**config.mk**
```make
export PLATFORM = sky130hd
export DESIGN_NAME = bce_front
export DESIGN_NICKNAME = d
export VERILOG_FILES = /design/src/rtl/core/boolean_circuit_evaluator_assert.svh /design/src/rtl/core/bce_pkg.sv /design/src/rtl/core/bce_front.sv
export SDC_FILE = /design/constraint.sdc
export NUM_CORES = 1
export LEC_CHECK = 0
export BUFFER_PORTS_ARGS = -buffer_cell sky130_fd_sc_hd__buf_2
export CAP_MARGIN = 25
export CORE_MARGIN = 2
export CORE_UTILIZATION = 36
export DETAILED_ROUTE_END_ITERATION = 7
export GPL_TIMING_DRIVEN = 0
export PLACE_DENSITY = 0.77
export SKIP_LAST_GASP = 1
export SLEW_MARGIN = 20
export SYNTH_ARGS = -nofsm -noshare
export SYNTH_HDL_FRONTEND = slang
export SYNTH_SLANG_ARGS = --single-unit
```
**constraint.sdc**
```tcl
create_clock -name clk -period 1.8 [get_ports clk]
set_input_delay 0.27 -clock clk [delete_from_list [all_inputs] [get_ports clk]]
set_output_delay 0.27 -clock clk [all_outputs]
set_load 0.005 [all_outputs]
```
**src/rtl/core/boolean_circuit_evaluator_assert.svh**
```systemverilog
// assertion macros for the boolean circuit evaluator
// used by the top level only; no other dependencies
`ifndef BOOLEAN_CIRCUIT_EVALUATOR_ASSERT_SVH
`define BOOLEAN_CIRCUIT_EVALUATOR_ASSERT_SVH
`ifndef SYNTHESIS
// condition must never be seen out of reset
`define BCE_ASSERT_NEVER(lbl, ck, rn, cond) \
    lbl: assert property (@(posedge ck) disable iff (!rn) !(cond)) \
        else $error("bce: forbidden condition seen");
// same-cycle implication
`define BCE_ASSERT_IMPLY(lbl, ck, rn, ante, cons) \
    lbl: assert property (@(posedge ck) disable iff (!rn) (ante) |-> (cons)) \
        else $error("bce: implication failed");
// next-cycle implication
`define BCE_ASSERT_NEXT(lbl, ck, rn, ante, cons) \
    lbl: assert property (@(posedge ck) disable iff (!rn) (ante) |=> (cons)) \
        else $error("bce: next-cycle implication failed");
`else
`define BCE_ASSERT_NEVER(lbl, ck, rn, cond)
`define BCE_ASSERT_IMPLY(lbl, ck, rn, ante, cons)
`define BCE_ASSERT_NEXT(lbl, ck, rn, ante, cons)
`endif
`endif

```
**src/rtl/core/bce_pkg.sv**
```systemverilog
// shared types and constants for the boolean circuit evaluator
// no dependencies; imported by every module of the block
package bce_pkg;

    // wire store geometry
    localparam int WIRE_AW = 20;
    localparam int WIRES   = 1 << WIRE_AW;

    // position counter width
    localparam int POS_W = 20;

    // decoupling queue geometry
    localparam int QUEUE_AW    = 2;
    localparam int QUEUE_DEPTH = 1 << QUEUE_AW;

    // gate kind codes as they arrive
    localparam logic [2:0] KIND_GEN_IN  = 3'd0;
    localparam logic [2:0] KIND_EVL_IN  = 3'd1;
    localparam logic [2:0] KIND_LOGIC   = 3'd2;
    localparam logic [2:0] KIND_GEN_OUT = 3'd3;
    localparam logic [2:0] KIND_EVL_OUT = 3'd4;

    // party tags on results
    localparam logic PARTY_GEN = 1'b0;
    localparam logic PARTY_EVL = 1'b1;

    // gate class after decode
    typedef enum logic [1:0] {
        CLS_INPUT,
        CLS_LOGIC,
        CLS_GEN_OUT,
        CLS_EVL_OUT
    } gate_class_t;

    // decoded gate as carried through the queue
    typedef struct packed {
        gate_class_t          cls;
        logic                 input_bit;
        logic [3:0]           truth_table;
        logic                 use_second;
        logic [WIRE_AW-1:0]   src0;
        logic [WIRE_AW-1:0]   src1;
        logic [WIRE_AW-1:0]   dest;
    } gate_op_t;

    // queue status seen by both sides
    typedef struct packed {
        logic full;
        logic empty;
    } queue_status_t;

endpackage

```
**src/rtl/core/bce_front.sv**
```systemverilog
// front end: takes gate requests, decodes kind and arity, feeds the queue
// depends on bce_pkg
module bce_front (
    input  logic                        clk,
    input  logic                        rst_n,
    input  logic                        gate_valid,
    output logic                        gate_stall,
    input  logic [2:0]                  kind,
    input  logic                        input_bit,
    input  logic [3:0]                  truth_table,
    input  logic [1:0]                  arity,
    input  logic [bce_pkg::WIRE_AW-1:0] first_source,
    input  logic [bce_pkg::WIRE_AW-1:0] second_source,
    input  logic [bce_pkg::WIRE_AW-1:0] dest_wire,
    input  bce_pkg::queue_status_t      q_status,
    output logic                        fr_valid,
    output bce_pkg::gate_op_t           fr_op
);
    import bce_pkg::*;

    logic        valid_reg;
    logic        valid_next;
    logic        load;
    gate_op_t    op_reg;
    gate_op_t    op_next;
    gate_class_t cls;

    // kind decode; unused codes behave as plain logic gates
    always_comb
    begin
        unique case (kind)
            KIND_GEN_IN,
            KIND_EVL_IN:  cls = CLS_INPUT;
            KIND_GEN_OUT: cls = CLS_GEN_OUT;
            KIND_EVL_OUT: cls = CLS_EVL_OUT;
            default:      cls = CLS_LOGIC;
        endcase
    end

    // pack the decoded request; arity three counts as two, zero as one
    always_comb
    begin
        op_next.cls         = cls;
        op_next.input_bit   = input_bit;
        op_next.truth_table = truth_table;
        op_next.use_second  = arity[1];
        op_next.src0        = first_source;
        op_next.src1        = second_source;
        op_next.dest        = dest_wire;
    end

    // holding register moves on whenever the queue has room
    always_comb
    begin
        gate_stall = valid_reg && q_status.full;
        load       = gate_valid && !gate_stall;
        if (load)
        begin
            valid_next = 1'b1;
        end
        else if (!q_status.full)
        begin
            valid_next = 1'b0;
        end
        else
        begin
            valid_next = valid_reg;
        end
    end

    always_ff @(posedge clk or negedge rst_n)
    begin
        if (!rst_n)
        begin
            valid_reg <= 1'b0;
        end
        else
        begin
            valid_reg <= valid_next;
        end
    end

    // payload capture
    always_ff @(posedge clk)
    begin
        if (load)
        begin
            op_reg <= op_next;
        end
    end

    assign fr_valid = valid_reg;
    assign fr_op    = op_reg;

endmodule

```
Word-level counts from Yosys, hierarchy flattened
Index checks and enable logic that the tools add are counted.
{"block": "totals", "mem_bits_ro": 0, "wordCells": 20, "n_memories": 0, "ff_bits": 69, "out_inout_bits": 70, "input_bits": 75, "latch_bits": 0, "mem_bits_rw": 0}
{"block": "op_classes", "order_cmp": 0, "n_addsub": 0, "shifts": 0, "muxes": 3, "n_bitwise": 0, "n_eq_ne": 4, "reduce_logical": 5, "n_div": 0, "mul": 0}
{"cell": "$pmux 2 s3", "count": 1}
{"cell": "$eq 3x1->1 const B", "count": 1}
{"cell": "$eq 3x2->1 const B", "count": 1}
{"cell": "$eq 3x3->1 const B", "count": 1}
{"cell": "$logic_not 3->1", "count": 1}
{"cell": "$logic_and 1x1->1", "count": 2}
{"cell": "$mux 1", "count": 2}
{"cell": "$ne 2x1->1 const B", "count": 1}
{"cell": "$reduce_or 2->1", "count": 1}
{"cell": "$logic_not 1->1", "count": 1}

Depth between registers and ports, before layout
{"block": "depth", "depth_word": 4, "depth_mapped": 2, "ltp_nobuf": 2}

Worst setup path after synthesis
Ideal clock, no wire load.
{"block": "synth_timing", "path_kind": "reg2reg", "start": "register valid_reg, in the netlist fr_valid", "end": "register op_reg (netlist bit fr_op[0]) (enable)", "setup_time_ns": 0.395, "stages_incl_launch_ff": 3, "n_path_buf": 0, "slack_ns": -0.069, "t_arrival_ns": 1.474, "synth_period_minus_slack_ns": 1.869, "required_ns": 1.405, "cell_sequence": "dfrtp_1 > and2_4 > and2b_2"}
{"block": "synth_via", "elab_chain_len": 3}
{"element": "start, declared", "line": "bce_front.sv:21", "rtl": "logic valid_reg;"}
{"element": "start signal, assigned", "line": "bce_front.sv:79", "rtl": "valid_reg <= valid_next;"}
{"element": "$logic_and 1x1->1", "line": "bce_front.sv:55", "rtl": "gate_stall = valid_reg && q_status.full;"}
{"element": "via gate_stall", "line": "bce_front.sv:7", "rtl": "output logic gate_stall,"}
{"element": "$logic_not 1->1", "line": "bce_front.sv:56", "rtl": "load = gate_valid && !gate_stall;"}
{"element": "$logic_and 1x1->1", "line": "bce_front.sv:56"}
{"element": "via load", "line": "bce_front.sv:23", "rtl": "logic load;"}
{"element": "end signal, assigned", "line": "bce_front.sv:88", "rtl": "op_reg <= op_next;"}
{"element": "end, declared", "line": "bce_front.sv:24", "rtl": "gate_op_t op_reg;"}
The timed path passes the listed nets, and every way through them passes these cells.
A chain may end at the register's enable or synchronous reset.

Worst setup path in the final report
{"block": "layout_timing", "start": "register valid_reg, in the netlist fr_valid", "end": "register op_reg (netlist bit fr_op[65]) (enable)"}
{"block": "layout_via", "elab_chain_len": 3}
{"element": "$logic_and 1x1->1", "line": "bce_front.sv:55"}
{"element": "$logic_not 1->1", "line": "bce_front.sv:56"}
{"element": "$logic_and 1x1->1", "line": "bce_front.sv:56"}
Every way passes these cells.

==> reports/qor.txt <==
Status: complete, no violations
Dominant cells by area after synthesis: edfxtp_1 (96%), dfrtp_1 (1.2%), and2_4 (0.41%)
# port buffers: 142
Synthesized Nets: 152
Post-synthesis adder-cell area fraction: 0%
Share of cells above drive strength 1: 67.1%
Vias in the first global route: 1,395
Slew headroom: 48.3%
Post-CTS Setup Bufs: 0
WP data arrival: 1.59 ns
Routed wire per std cell: 15.2 µm
Vias: 1,302
Setup Crit Path Kind: register to register
Crit path max fanout: 34
Setup TNS: 0 ns
I/O pin count: 145
Rows: 27
Commonest non-fill, non-tap cell in the layout: buf_2
Cells after Synth: 77
Mapped Area: 2120 µm²
Total core area: 5610 µm²
Mux cell area share after synthesis: 0%
CTS root buffer: clkbuf_8
Netlist cell types: 10
Crit end category: register
Pwr/cell area: 1060 nW/µm²
Fmax: 609 MHz
Crit path time final: 1.64 ns
Hold slack final: 0.118 ns
Post-synthesis xor/xnor area fraction: 0%
Post-route DRC: 0
Max cap viols: 0
Total Routing Usage GR: 15.2%
Die W: 80.8 µm
Starting Density: 37.8%
Worst VDD drop: 605 µV
Final period util: 91.3%
Clk pin slew, worst setup/hold paths: 0.07 ns
Pins over their slew limit: 0
Part of the Yosys area used for sequential elements: 97.5%
Detailed-route vias per instance: 4.21
Post-Synth Simple-Gate Area: 1.77%
Data required, critical path: 1.75 ns
CTS HTree Levels: 3
CP startpoint kind: register
Final Skew: 0.0104 ns
Most frequent cells in the layout: buf_2 (142), edfxtp_1 (68), clkbuf_8 (10), clkbuf_1 (2), clkinv_2 (2)
Hold Violations, Final: 0
Compound-Gate Fraction of Synth Area: 0.590%
Worst Hold Class: input port to register
Worst skew pair latency: 0.32 ns
Global-route wire length before repair: 6.87 mm
DP Wirelength: 3.36 mm
Syn. warnings: 0
Net count, final: 307
Diode count: 0
Filler cell count: 461
Largest net degree at the start of global routing: 35
Die height: 80.8 µm
Slew @ Worst Pin: 0.775 ns
Grt ovf: 0
Mean Syn Cell Area: 27.5 µm²
Antenna-violating nets left: 0
TritonCTS clock tree: done
CTS buffer count: 9
Leakage power total: 1.35 nW
Synth Register Bits: 69
DR pass1 iterations: 5
GP Congestion: 0.706
Cell taking the most area after synthesis: edfxtp_1
1st-iter DRT viols: 53
Initial antenna violation count: 0
Maximum root-to-sink buffer count: 2
Main combinational cell family by area after synthesis: simple AND/OR/NAND/NOR gates
Final setup viols: 0
Synth top area share: 96.3%
Clk sinks: 69
Die area: 6520 µm²
Area growth, synth to finish: 47.8%
RSZ-0062 raised after global routing: no
Final WL: 4.70 mm
Overall power: 3.32 mW
-- cells by family (layout without fill, tap and decap cells) --
group           Yosys count  after routing
flops                    69             69
simple gates              5              6
buf+inv                   1            160
compound gates            2              2
-- state kept, by name (all words and copies together), names as in the netlist --
| name | flops |
|---|---|
| fr_op | 68 |
| fr_valid | 1 |
-- final timing paths --
kind	start	to	slack (ns)	cells after the start
max	fr_valid	fr_op[65]	0.16	2
min	first_source[13]	fr_op[53]	0.12	1
max reg2reg	fr_valid	fr_op[65]	0.16	2
min reg2reg	fr_valid	fr_valid	0.64	2
max in group asynchronous	rst_n	fr_valid	1.48	2
min in group asynchronous	rst_n	fr_valid	0.23	2
-- critical path, cell delays in order (launching register included) --
cell,delay [ns]
dfrtp_1,0.39
and2_4,0.15
and2b_2,0.73
-- metrics by stage --
step	cells	setup WS (ns)	area [µm²]	util [%]
after CTS	309	0.125	3130	55.9
after global routing	309	0.0650	3130	55.9
after global placement	291	0.00329	2920	52.1
after detailed placement	291	-0.0272	2920	52.1
final	309	0.157	3130	55.9
after floorplan	77	0.173	2120	-
-- per-layer routing --
layer	track usage, %	vias up	part of all wire, %
met1	15.9	603	36
li1	-	615	-
met3	8.33	4	12
met4	8.64	0	1.1
met5	0	-	0
met2	24.5	80	51
-- cell usage after synthesis --
cell / n
a21o_1: 1
and2_4: 1
and2b_2: 1
dfrtp_1: 1
edfxtp_1: 68
inv_1: 1
nand2b_1: 1
nand3b_1: 1
o21ai_0: 1
or2_1: 1
-- report_power, final --
| group | switching (mW) | internal (mW) | leakage [nW] | total, mW |
|---|---|---|---|---|
| Combinational | 0.110 | 0.117 | 0.596 | 0.227 |
| Sequential | 0.0194 | 1.87 | 0.658 | 1.89 |
| Clock | 0.522 | 0.674 | 0.0964 | 1.20 |
-- area by class of cell --
class / count / area [µm²] / area share [%]
flip-flops and latches: 69 / 2070 / 65.9
repair buffers: 143 / 721 / 23.0
clock buffers: 12 / 145 / 4.63
well taps: 72 / 90.1 / 2.87
multi-input cells: 8 / 60.1 / 1.92
clock inverters: 4 / 47.5 / 1.52
inverters: 1 / 3.75 / 0.120
-- timing repair --
item                                    in CTS  in global routing
hold buffers                                 1                  0
endpoints found under the setup margin      68                  0
hold endpoints to repair                     1                  0
gates resized for setup                      1                  0
No activity file was read; power rests on OpenSTA's default activity.
