--- config.mk ---
export PLATFORM = sky130hd
export DESIGN_NAME = bce_queue
export DESIGN_NICKNAME = d
export VERILOG_FILES = /design/src/rtl/core/boolean_circuit_evaluator_assert.svh /design/src/rtl/core/bce_pkg.sv /design/src/rtl/core/bce_queue.sv
export SDC_FILE = /design/constraint.sdc
export NUM_CORES = 1
export LEC_CHECK = 0
export BUFFER_PORTS_ARGS = -buffer_cell sky130_fd_sc_hd__buf_2
export CAP_MARGIN = 10
export CELL_PAD_IN_SITES_DETAIL_PLACEMENT = 0
export CELL_PAD_IN_SITES_GLOBAL_PLACEMENT = 1
export CORE_MARGIN = 8
export CORE_UTILIZATION = 56
export CTS_BUF_LIST = sky130_fd_sc_hd__clkbuf_2
export CTS_CLUSTER_SIZE = 40
export DETAILED_ROUTE_END_ITERATION = 10
export PLACE_DENSITY_LB_ADDON = 0.1
export SYNTH_ARGS = -nofsm -noshare
export SYNTH_HDL_FRONTEND = slang
export SYNTH_SLANG_ARGS = --single-unit
--- constraint.sdc ---
create_clock -name clk -period 4.35 [get_ports clk]
set_input_delay 1.0875 -clock clk [delete_from_list [all_inputs] [get_ports clk]]
set_output_delay 1.0875 -clock clk [all_outputs]
set_load 0.03 [all_outputs]
--- src/rtl/core/boolean_circuit_evaluator_assert.svh ---
// assertion macros for the boolean circuit evaluator
// used by the top level only; no other dependencies
`ifndef BOOLEAN_CIRCUIT_EVALUATOR_ASSERT_SVH
`define BOOLEAN_CIRCUIT_EVALUATOR_ASSERT_SVH
`ifndef SYNTHESIS
// condition must never be seen out of reset
`define BCE_ASSERT_NEVER(lbl, ck, rn, cond) \
    lbl: assert property (@(posedge ck) disable iff (!rn) !(cond)) \
        else $error("bce: forbidden condition seen");
// same-cycle implication
`define BCE_ASSERT_IMPLY(lbl, ck, rn, ante, cons) \
    lbl: assert property (@(posedge ck) disable iff (!rn) (ante) |-> (cons)) \
        else $error("bce: implication failed");
// next-cycle implication
`define BCE_ASSERT_NEXT(lbl, ck, rn, ante, cons) \
    lbl: assert property (@(posedge ck) disable iff (!rn) (ante) |=> (cons)) \
        else $error("bce: next-cycle implication failed");
`else
`define BCE_ASSERT_NEVER(lbl, ck, rn, cond)
`define BCE_ASSERT_IMPLY(lbl, ck, rn, ante, cons)
`define BCE_ASSERT_NEXT(lbl, ck, rn, ante, cons)
`endif
`endif

--- src/rtl/core/bce_pkg.sv ---
// shared types and constants for the boolean circuit evaluator
// no dependencies; imported by every module of the block
package bce_pkg;

    // wire store geometry
    localparam int WIRE_AW = 20;
    localparam int WIRES   = 1 << WIRE_AW;

    // position counter width
    localparam int POS_W = 20;

    // decoupling queue geometry
    localparam int QUEUE_AW    = 2;
    localparam int QUEUE_DEPTH = 1 << QUEUE_AW;

    // gate kind codes as they arrive
    localparam logic [2:0] KIND_GEN_IN  = 3'd0;
    localparam logic [2:0] KIND_EVL_IN  = 3'd1;
    localparam logic [2:0] KIND_LOGIC   = 3'd2;
    localparam logic [2:0] KIND_GEN_OUT = 3'd3;
    localparam logic [2:0] KIND_EVL_OUT = 3'd4;

    // party tags on results
    localparam logic PARTY_GEN = 1'b0;
    localparam logic PARTY_EVL = 1'b1;

    // gate class after decode
    typedef enum logic [1:0] {
        CLS_INPUT,
        CLS_LOGIC,
        CLS_GEN_OUT,
        CLS_EVL_OUT
    } gate_class_t;

    // decoded gate as carried through the queue
    typedef struct packed {
        gate_class_t          cls;
        logic                 input_bit;
        logic [3:0]           truth_table;
        logic                 use_second;
        logic [WIRE_AW-1:0]   src0;
        logic [WIRE_AW-1:0]   src1;
        logic [WIRE_AW-1:0]   dest;
    } gate_op_t;

    // queue status seen by both sides
    typedef struct packed {
        logic full;
        logic empty;
    } queue_status_t;

endpackage

--- src/rtl/core/bce_queue.sv ---
// short fifo that decouples the decoder from the evaluation pipeline
// depends on bce_pkg
module bce_queue (
    input  logic                   clk,
    input  logic                   rst_n,
    input  logic                   push_valid,
    input  bce_pkg::gate_op_t      push_op,
    input  logic                   pop,
    output bce_pkg::queue_status_t q_status,
    output bce_pkg::gate_op_t      head_op
);
    import bce_pkg::*;

    gate_op_t            entry_mem [QUEUE_DEPTH];
    logic [QUEUE_AW-1:0] wr_ptr_reg;
    logic [QUEUE_AW-1:0] rd_ptr_reg;
    logic [QUEUE_AW:0]   count_reg;
    logic [QUEUE_AW:0]   count_next;
    logic                push;

    // status flags
    always_comb
    begin
        q_status.full  = (count_reg == (QUEUE_AW+1)'(QUEUE_DEPTH));
        q_status.empty = (count_reg == '0);
        push           = push_valid && !q_status.full;
    end

    // occupancy
    always_comb
    begin
        unique case ({push, pop})
            2'b10:   count_next = count_reg + 1'b1;
            2'b01:   count_next = count_reg - 1'b1;
            default: count_next = count_reg;
        endcase
    end

    always_ff @(posedge clk or negedge rst_n)
    begin
        if (!rst_n)
        begin
            wr_ptr_reg <= '0;
            rd_ptr_reg <= '0;
            count_reg  <= '0;
        end
        else
        begin
            count_reg <= count_next;
            if (push)
            begin
                wr_ptr_reg <= wr_ptr_reg + 1'b1;
            end
            if (pop)
            begin
                rd_ptr_reg <= rd_ptr_reg + 1'b1;
            end
        end
    end

    // entry storage
    always_ff @(posedge clk)
    begin
        if (push)
        begin
            entry_mem[wr_ptr_reg] <= push_op;
        end
    end

    assign head_op = entry_mem[rd_ptr_reg];

endmodule

# After elaboration in Yosys (flattened, before gate mapping)
# Memories as Yosys holds them, arrays and structs flattened.
# Index checks and enable logic that the tools add are counted.
# classes
add_sub_neg,4
n_reduce_logical,4
n_eq_ne,3
n_mux,3
# op_table
operator,n
$pmux 3 s2,1
$add 2x1->2 const B,2
$add 3x1->3 const B,1
$eq 3x3->1 const B,1
$logic_not 3->1,1
$sub 3x1->3 const B,1
$eq 2x1->1 const B,1
$eq 2x2->1 const B,1
$mux 1,2
$reduce_bool 2->1,1
$logic_and 1x1->1,1
$logic_not 1->1,1
# totals
ff_bits,7
elab_cells,18
mem_bits_rw,272
n_memories,1
output_inout_bits,70
# memory_table
memory,words,word_bits,rd,rd_ports_with_merged_regs,write_ports,line_no,source
entry_mem,4,68,1,0,1,bce_queue.sv:14,gate_op_t entry_mem [QUEUE_DEPTH];

# Logic depth before layout (Yosys ltp)
# Gate-level depths: netlist of run 1.
# logic_depth
word_depth,5
ltp_mapped,9
depth_no_buf,9

# Worst setup path after synthesis of run 1
# OpenSTA, ideal clock, no wires.
# synth_path
path_type,input port to flip-flop
start,input port push_valid
end,memory entry_mem[0][0] (netlist name) (enable)
cell_stages,2
t_required_ns,3.917
slack_ns,0.960
arrival_time_ns,2.957
path_cell_list,nor2b_2 > and2_1
# synth_between
elab_chain_len,3
# synth_lines
item,line_no,source
start: declaration,bce_queue.sv:6,"input logic push_valid,"
$logic_and 1x1->1,bce_queue.sv:26,push = push_valid && !q_status.full;
$mux 1,bce_queue.sv:64,if (push)
$mux 1 (not written as such),bce_queue.sv:66,entry_mem[wr_ptr_reg] <= push_op;
end: declaration,bce_queue.sv:14,
# Every way passes these cells.

==> reports/metrics.cfg, run 1 <==
[power]
power_density_nw_per_um2 = 706.6
ir_worst_vdd_uv = 425.6
power.leakage_nw = 4.165

[final_layout]
layout_common_cells = edfxtp_1, buf_2, clkbuf_2
syn2layout_area_growth_pct = 13.65
drive_above_1_share_pct = 51.42
final_common_cell = edfxtp_1
largest_reg_flops = 272
fin_nets = 669

[timing]
min_period_over_period_pct = 84.96
tns_ps = 0
rsz0062_at_grt = false
max_freq_mhz = 270.6
timing.final.crit_period_ps = 3696
finalMaxSlewViolations = 0
hold_viol = 0
relSlewSlack_pct = 29.70
tightest_slew_ps = 1054
setup_viol = 0
setup_ws_ps = 654.4
whs_ps = 142.4
clock_skew_ps = 46.63

[floorplan]
dieArea_um2 = 23000
start_util_pct = 57.18
core_area_um2 = 18020
num_io_pins = 142
die_width_um = 151.7
die_y_um = 151.7
rows = 49

[clock_tree]
clockBufferDepth = 3
cts.root.buffer_cell = clkbuf_2
cts-htree-levels = 3
post_cts_resized = 0
clock_latency_ps = 770
cts_tree = yes
tritoncts.num_buffers = 69
cts_hold_buf = 0
clock_sinks = 279
clk_pin_slew_ps = 100
post_cts_buffers = 0

[yosys]
avgSynthCellArea_um2 = 26.29
ys.flop_type = edfxtp_1
yosysUniqueCellTypes = 20
synth_edf_count = 272
ys_ff_latch = 279
synth-adder-area-share_pct = 0.8013
synth_top_family_by_area = multiplexers
synthCells = 392
ys_warn_count = 0
synth_xor_area_share_pct = 0.5099
async_flop_share_pct = 2.509
ys_seq_area_share_pct = 80.95
syn_nets = 470
synth-compound-area-share_pct = 0
synthMuxAreaShare_pct = 15.07
syn_area_um2 = 10310
synth_simple_gate_area_share_pct = 0.5706

[grt]
grtUsageTotal_pct = 17.01
overflow = 0
grt_pass1_wl_um = 28830
grt_max_degree = 70
grt_pass1_vias = 5377
grt_antenna_before_repair = 3

[drt]
ant_nets = 0
wl_met2_um = 9817
met1_length_um = 7344
routed_via_density = 5.492
wl_met3_um = 1384
drc = 0
drt-total-wl_um = 18930
drtPass1Iterations = 4
maxUsedRoutingLayer = met5
vias = 4745
wl_per_cell_um = 21.90
drt_iter0_drc = 289

[min_path]
holdCritPathClass = in2async

[setup_path]
crit_type = reg2out
cp-startpoint = rd_ptr_reg[0]$_DFFE_PN0P_
cp.arrival_ps = 2610
cp_max_fo = 22
end_kind = primary output
required_ps = 3260
cp-start-kind = flip-flop
r2r-start = count_reg[2]$_DFFE_PN0P_

[placed_design]
place_hpwl_um = 10880
finalWeightedCongestion = 0.6765
io_buffers = 141
dp_worst_setup_slack_ps = 1393

[run]
drv_cap = 0

[status]
status = finished clean

[cell type report]
type	instances	area (um2)
diodes	1	2.502
clock buffers	99	495.5
well taps	229	286.5
clock inverters	15	57.56
repair buffers	144	740.7
flip-flops and latches	279	8351
inverters	6	22.52
fillers	1282	6312
multi-input cells	91	1757
[routing by layer]
layer	up-vias	GRT usage, %
li1	2109	-
met1	2438	19.40
met2	157	28.50
met3	37	6.772
met4	4	6.418
met5	-	0
[kinds of logic (layout without fill, tap and decap cells)]
kind of cell	count (synthesis)	in the layout
DFF	279	279
muxes	70	70
buffers and inverters	22	264
and+or+nand+nor	9	9
adders and majority gates	6	6
xor gates and xnor gates	6	6
other	0	1
[report_power, final]
part / leakage [nW] / switching (mW) / total [mW] / internal (mW)
clock: 0.450 / 0.946 / 1.55 / 0.603
sequential: 2.57 / 0.322 / 3.88 / 3.56
combinational: 1.14 / 1.77 / 2.84 / 1.08
[worst max-delay path, stage by stage (launching register included)]
cell and delay, ps:
dfrtp_4 720, buf_4 370, mux4_2 550, buf_2 200
[synthesized netlist by cell type (3+ instances only)]
library cell / n / area, um2
xnor2_1: 3 / 26.28
mux4_2: 68 / 1531
buf_2: 7 / 35.03
ha_1: 5 / 62.56
buf_12: 7 / 140.1
dfrtp_1: 7 / 175.2
xor2_1: 3 / 26.28
edfxtp_1: 272 / 8168
and2_1: 4 / 25.02
inv_1: 6 / 22.52
[metrics by stage]
step / area (um2) / power, mW / util [%] / cells
final: 11710 / 8.277 / 64.98 / 864
after global routing: 11710 / 8.695 / 64.98 / 864
after CTS: 11710 / 8.444 / 64.97 / 863
after detailed placement: 11160 / 6.877 / 61.90 / 749
after global placement: 11160 / 6.827 / 61.90 / 749
after floorplan: 10310 / 6.121 / - / 392
[path summary, 6_finish.rpt]
path	end	slack, ps	depth (start not counted)
min in group clk	count_reg[2]$_DFFE_PN0P_	510	1
hold / removal	count_reg[2]$_DFFE_PN0P_	140	1
hold reg to reg	count_reg[2]$_DFFE_PN0P_	510	1
setup reg to reg	entry_mem[2][24]$_DFFE_PP_	2090	3
setup / recovery	head_op[61]	650	3
max in group asynchronous	wr_ptr_reg[1]$_DFFE_PN0P_	4000	1
Power figures use the tool's default switching activity.
==> run 2, diff against run 1 <==
CORE_UTILIZATION = 52   (was 56)
clock period = 3.8 ns   (was 4.35 ns; I/O delays follow)
==> reports/metrics.cfg, run 2 (synthesized netlist as in run 1, its figures left out) <==
[power]
ir_worst_vdd_uv = 383.3  ; was 425.6 uV
finalPower_mw = 9.602  ; was 8.277 mW
power.leakage_nw = 4.204  ; was 4.165 nW
power_density_nw_per_um2 = 806.7  ; was 706.6 nW/um2

[grt]
overflow = 0  ; unchanged
grt_antenna_before_repair = 4  ; was 3
grtUsageTotal_pct = 16.35  ; was 17.01%
grt_pass1_wl_um = 29710  ; was 28,830 um
grt_pass1_vias = 5504  ; was 5,377
grt_max_degree = 53  ; was 70

[final_layout]
layout_common_cells = edfxtp_1, buf_2, clkbuf_2  ; unchanged
final_common_cell = edfxtp_1  ; unchanged
largest_reg_flops = 272  ; unchanged
syn2layout_area_growth_pct = 15.49  ; was 13.65%
fin_nets = 674  ; was 669
drive_above_1_share_pct = 50.00  ; was 51.42%

[setup_path]
path_cells = buf_12 -> mux4_2 -> buf_2  ; was buf_4 -> mux4_2 -> buf_2
end_kind = primary output  ; unchanged
cp_slowest_cell = dfrtp_4  ; unchanged
cp_max_fo = 27  ; was 22
cp-start-kind = flip-flop  ; unchanged
slowest_delay_ps = 770  ; was 720 ps
required_ps = 2850  ; was 3260 ps
crit_type = reg2out  ; unchanged
r2r_slack_ps = 1600  ; was 2090 ps
cp.arrival_ps = 2590  ; was 2610 ps

[floorplan]
die_width_um = 156.8  ; was 151.7 um
core_area_um2 = 19460  ; was 18,020 um2
die_y_um = 156.8  ; was 151.7 um
start_util_pct = 52.95  ; was 57.18%
dieArea_um2 = 24580  ; was 23,000 um2
num_io_pins = 142  ; unchanged
rows = 51  ; was 49

[timing]
clock_skew_ps = 57.81  ; was 46.63 ps
finalMaxSlewViolations = 0  ; unchanged
relSlewSlack_pct = 62.73  ; was 29.70%
timing.final.crit_period_ps = 3540
rsz0062_at_grt = false  ; unchanged
whs_ps = 405.7  ; was 142.4 ps
setup_viol = 0  ; unchanged
min_period_over_period_pct = 93.15
tns_ps = 0  ; unchanged
max_freq_mhz = 282.5
tightest_slew_ps = 559.0  ; was 1054 ps
hold_viol = 0  ; unchanged

[drt]
drt_iter0_drc = 320  ; was 289
wl_per_cell_um = 21.20  ; was 21.90 um
ant_nets = 0  ; unchanged
drt-total-wl_um = 19270  ; was 18,930 um
drtPass1Iterations = 5  ; was 4
vias = 4794  ; was 4,745
drc = 0  ; unchanged
routed_via_density = 5.274  ; was 5.492

[clock_tree]
clockBufferDepth = 3  ; unchanged
clk_pin_slew_ps = 100  ; about the same
cts-htree-levels = 3  ; unchanged
cts.root.buffer_cell = clkbuf_2  ; unchanged
clock_latency_ps = 750  ; was 770 ps
post_cts_buffers = 0  ; unchanged
tritoncts.num_buffers = 69  ; unchanged
post_cts_resized = 0  ; unchanged
clock_sinks = 279  ; unchanged
cts_tree = yes  ; unchanged

[placed_design]
io_buffers = 141  ; unchanged
place_hpwl_um = 11590  ; was 10,880 um
finalWeightedCongestion = 0.7119  ; was 0.6765

[status]
status = finished clean  ; unchanged

[min_path]
holdCritPathClass = in2reg  ; was in2async

[run]
drv_cap = 0  ; unchanged

==> run 2: cell types whose count changed in the layout (fill, tap and decap cells not counted) <==
cell | before | now
inv_2 | 5 | 3
bufinv_16 | 0 | 1
clkinv_2 | 1 | 0
clkinv_1 | 9 | 21
diode_2 | 1 | 2
dlygate4sd3_1 | 0 | 1
buf_4 | 2 | 0
buf_12 | 1 | 7
clkbuf_2 | 99 | 92
==> run 2: report_power, final <==
part | internal (mW) | total, mW | switching, mW
Clock | 0.724 | 1.82 | 1.10
Combinational | 1.29 | 3.45 | 2.16
Sequential | 4.06 | 4.33 | 0.262
==> run 2: worst paths after layout <==
kind / from / to / cells after the start
setup / recovery: rd_ptr_reg[0]$_DFFE_PN0P_ / head_op[58] / 3
setup reg to reg: count_reg[2]$_DFFE_PN0P_ / entry_mem[2][67]$_DFFE_PP_ / 4
min in group asynchronous: rst_n / wr_ptr_reg[0]$_DFFE_PN0P_ / 2
max in group asynchronous: rst_n / rd_ptr_reg[1]$_DFFE_PN0P_ / 2
hold / removal: push_op[34] / entry_mem[2][34]$_DFFE_PP_ / 1
hold reg to reg: count_reg[2]$_DFFE_PN0P_ / count_reg[2]$_DFFE_PN0P_ / 1
==> run 2: metal layers <==
layer	up-vias	global-route usage [%]	wire (um)	share of wire, %
li1	2123	-	-	-
met1	2450	19.02	7605	39
met2	173	27.03	9781	51
met3	44	5.654	1475	7.7
met4	4	7.414	386	2.0
met5	-	0	18	0.093
==> run 2: metrics by stage <==
stage               area [um2]  instances  utilization (%)  worst slack, ps
detailed placement       11310        789            58.10            961.1
global placement         11310        789            58.10            969.3
floorplan                10310        392                -            547.2
finish                   11900        909            61.16            260.3
global route             11900        909            61.16            22.38
CTS                      11900        907            61.13            74.44
==> run 2: repair_timing <==
| action | in CTS | in global routing |
|---|---|---|
| hold buffers | 1 | 0 |
| hold endpoints to repair | 7 | 0 |
| endpoints found under the setup margin | 0 | 0 |
==> run 2: critical path, delay by kind of cell (launching register included) <==
family   cells  cell delay [ps]
flops        1              770
buf+inv      2              510
mux          1              550
==> run 2: layout make-up <==
cell class	count	area, um2
fill	1446	7560
multi-input combinational	91	1757
inverter	6	22.52
antenna	2	5.005
clock buffer	92	460.4
sequential	279	8351
timing repair buffer	149	855.8
tap	265	331.6
clock inverter	25	120.1
==> run 3, diff against run 2 <==
CORE_MARGIN = 4   (was 8)
==> reports/metrics.cfg, run 3 (synthesized netlist as in run 1, its figures left out) <==
[setup_path]
worst-path-stages = 3  ; unchanged
path_cells = buf_4 -> mux4_2 -> buf_2  ; was buf_12 -> mux4_2 -> buf_2
cp_slowest_cell = dfrtp_4  ; unchanged
cp_max_fo = 15  ; was 27
end_kind = primary output  ; unchanged
cp-startpoint = rd_ptr_reg[0]$_DFFE_PN0P_  ; unchanged
required_ps = 2850  ; about the same
slowest_delay_ps = 650  ; was 770 ps
cpLargestDelayFamily = flip-flops  ; unchanged
r2r_slack_ps = 1660  ; was 1600 ps
cp.arrival_ps = 2450  ; was 2590 ps
cp-start-kind = flip-flop  ; unchanged
r2r-start = count_reg[2]$_DFFE_PN0P_  ; unchanged
rr_worst_depth = 4  ; unchanged
crit_type = reg2out  ; unchanged
crit_buf_inv = 2  ; unchanged

[clock_tree]
clock_sinks = 279  ; unchanged
clockBufferDepth = 3  ; unchanged
tritoncts.num_buffers = 68  ; was 69
clock_latency_ps = 760  ; was 750 ps
cts-htree-levels = 3  ; unchanged
post_cts_resized = 0  ; unchanged
cts_tree = yes  ; unchanged
cts.root.buffer_cell = clkbuf_2  ; unchanged
clk_pin_slew_ps = 110  ; was 100 ps

[floorplan]
rows = 51  ; unchanged
start_util_pct = 52.95  ; unchanged
die_y_um = 148.8  ; was 156.8 um
dieArea_um2 = 22140  ; was 24,580 um2
num_io_pins = 142  ; unchanged
die_width_um = 148.8  ; was 156.8 um
core_area_um2 = 19460  ; unchanged

[timing]
rsz0062_at_grt = false  ; unchanged
setup_viol = 0  ; unchanged
tightest_slew_ps = 607.1  ; was 559.0 ps
min_period_over_period_pct = 89.55  ; was 93.15%
timing.final.crit_period_ps = 3403  ; was 3540 ps
clock_skew_ps = 41.24  ; was 57.81 ps
finalMaxSlewViolations = 0  ; unchanged
tns_ps = 0  ; unchanged
relSlewSlack_pct = 59.53  ; was 62.73%
hold_viol = 0  ; unchanged
max_freq_mhz = 293.9  ; was 282.5 MHz

[drt]
routed_via_density = 5.188  ; was 5.274
drc = 0  ; unchanged
wl_per_cell_um = 20.51  ; was 21.20 um
vias = 4690  ; was 4,794
drt_iter0_drc = 220  ; was 320
drt-total-wl_um = 18540  ; was 19,270 um
drtPass1Iterations = 4  ; was 5
ant_nets = 0  ; unchanged

[power]
power_density_nw_per_um2 = 802.3  ; was 806.7 nW/um2
power.leakage_nw = 4.212  ; was 4.204 nW
ir_worst_vdd_uv = 412.6  ; was 383.3 uV
finalPower_mw = 9.533  ; was 9.602 mW

[status]
status = finished clean  ; unchanged

[final_layout]
fin_area_um2 = 11880  ; was 11,900 um2
fin_cells = 904  ; was 909
drive_above_1_share_pct = 51.72  ; was 50.00%
fin_nets = 676  ; was 674
multiInputGateArea_um2 = 1757  ; unchanged
seq_area_um2 = 8351  ; unchanged
layout_common_cells = edfxtp_1, buf_2, clkbuf_2  ; unchanged
final_common_cell = edfxtp_1  ; unchanged
syn2layout_area_growth_pct = 15.30  ; was 15.49%
fillers = 1444  ; was 1,446
largest_reg_flops = 272  ; unchanged

[grt]
grt_max_degree = 52  ; was 53
overflow = 0  ; unchanged
grtUsageTotal_pct = 17.34  ; was 16.35%
grt_pass1_vias = 5326  ; was 5,504
grt_antenna_before_repair = 3  ; was 4
grt_pass1_wl_um = 28880  ; was 29,710 um

[placed_design]
finalWeightedCongestion = 0.7083  ; was 0.7119
placed_cell_area_um2 = 11310  ; about the same
io_buffers = 141  ; unchanged
place_inst = 791  ; was 789
place_hpwl_um = 10980  ; was 11,590 um

[min_path]
holdCritPathClass = in2reg  ; unchanged
hp-start = push_op[47]  ; was push_op[34]
whs_path_depth = 1  ; unchanged

[run]
drv_cap = 0  ; unchanged

-- run 3: routing by layer --
metal | vias up | routed length (um) | part of all wire, % | track usage [%]
li1 | 2117 | - | - | -
met1 | 2378 | 7064 | 38 | 20.07
met2 | 167 | 9679 | 52 | 29.46
met3 | 24 | 1566 | 8.4 | 7.293
met4 | 4 | 217 | 1.2 | 5.904
met5 | - | 14 | 0.076 | 0
-- run 3: final cells by class --
class                      instances  area share (%)
multi-input combinational         91           14.78
timing repair buffer             152           7.392
clock inverter                     8          0.2527
antenna                            1         0.02106
clock buffer                     102           4.296
inverter                           6          0.1895
tap                              265           2.790
sequential                       279           70.28
-- run 3: stage by stage --
step           hold slack, ps  worst slack [ps]  utilization [%]
2_1_floorplan           454.6             547.2                -
3_3_place_gp            471.9             912.1            58.11
3_5_place_dp            494.0             921.7            58.11
4_1_cts                 272.8             39.67            60.94
5_1_grt                 284.0             110.5            61.05
6_report                391.4             397.0            61.05
-- run 3: worst paths after layout --
path,end
min,entry_mem[2][47]$_DFFE_PP_
max,head_op[59]
max reg2reg,entry_mem[3][37]$_DFFE_PP_
max in group asynchronous,rd_ptr_reg[1]$_DFFE_PN0P_
min in group asynchronous,count_reg[0]$_DFFE_PN0P_
min reg2reg,count_reg[2]$_DFFE_PN0P_
-- run 3: repair_timing --
item	in CTS	in global routing
hold endpoints to repair	7	0
buffers inserted	0	1
hold buffers	1	0
setup endpoints to repair	0	32
-- run 3: where the power goes --
group          switching (mW)  leakage (nW)  internal, mW
clock network            1.06         0.436         0.695
logic                    2.13          1.20          1.31
registers               0.268          2.57          4.06
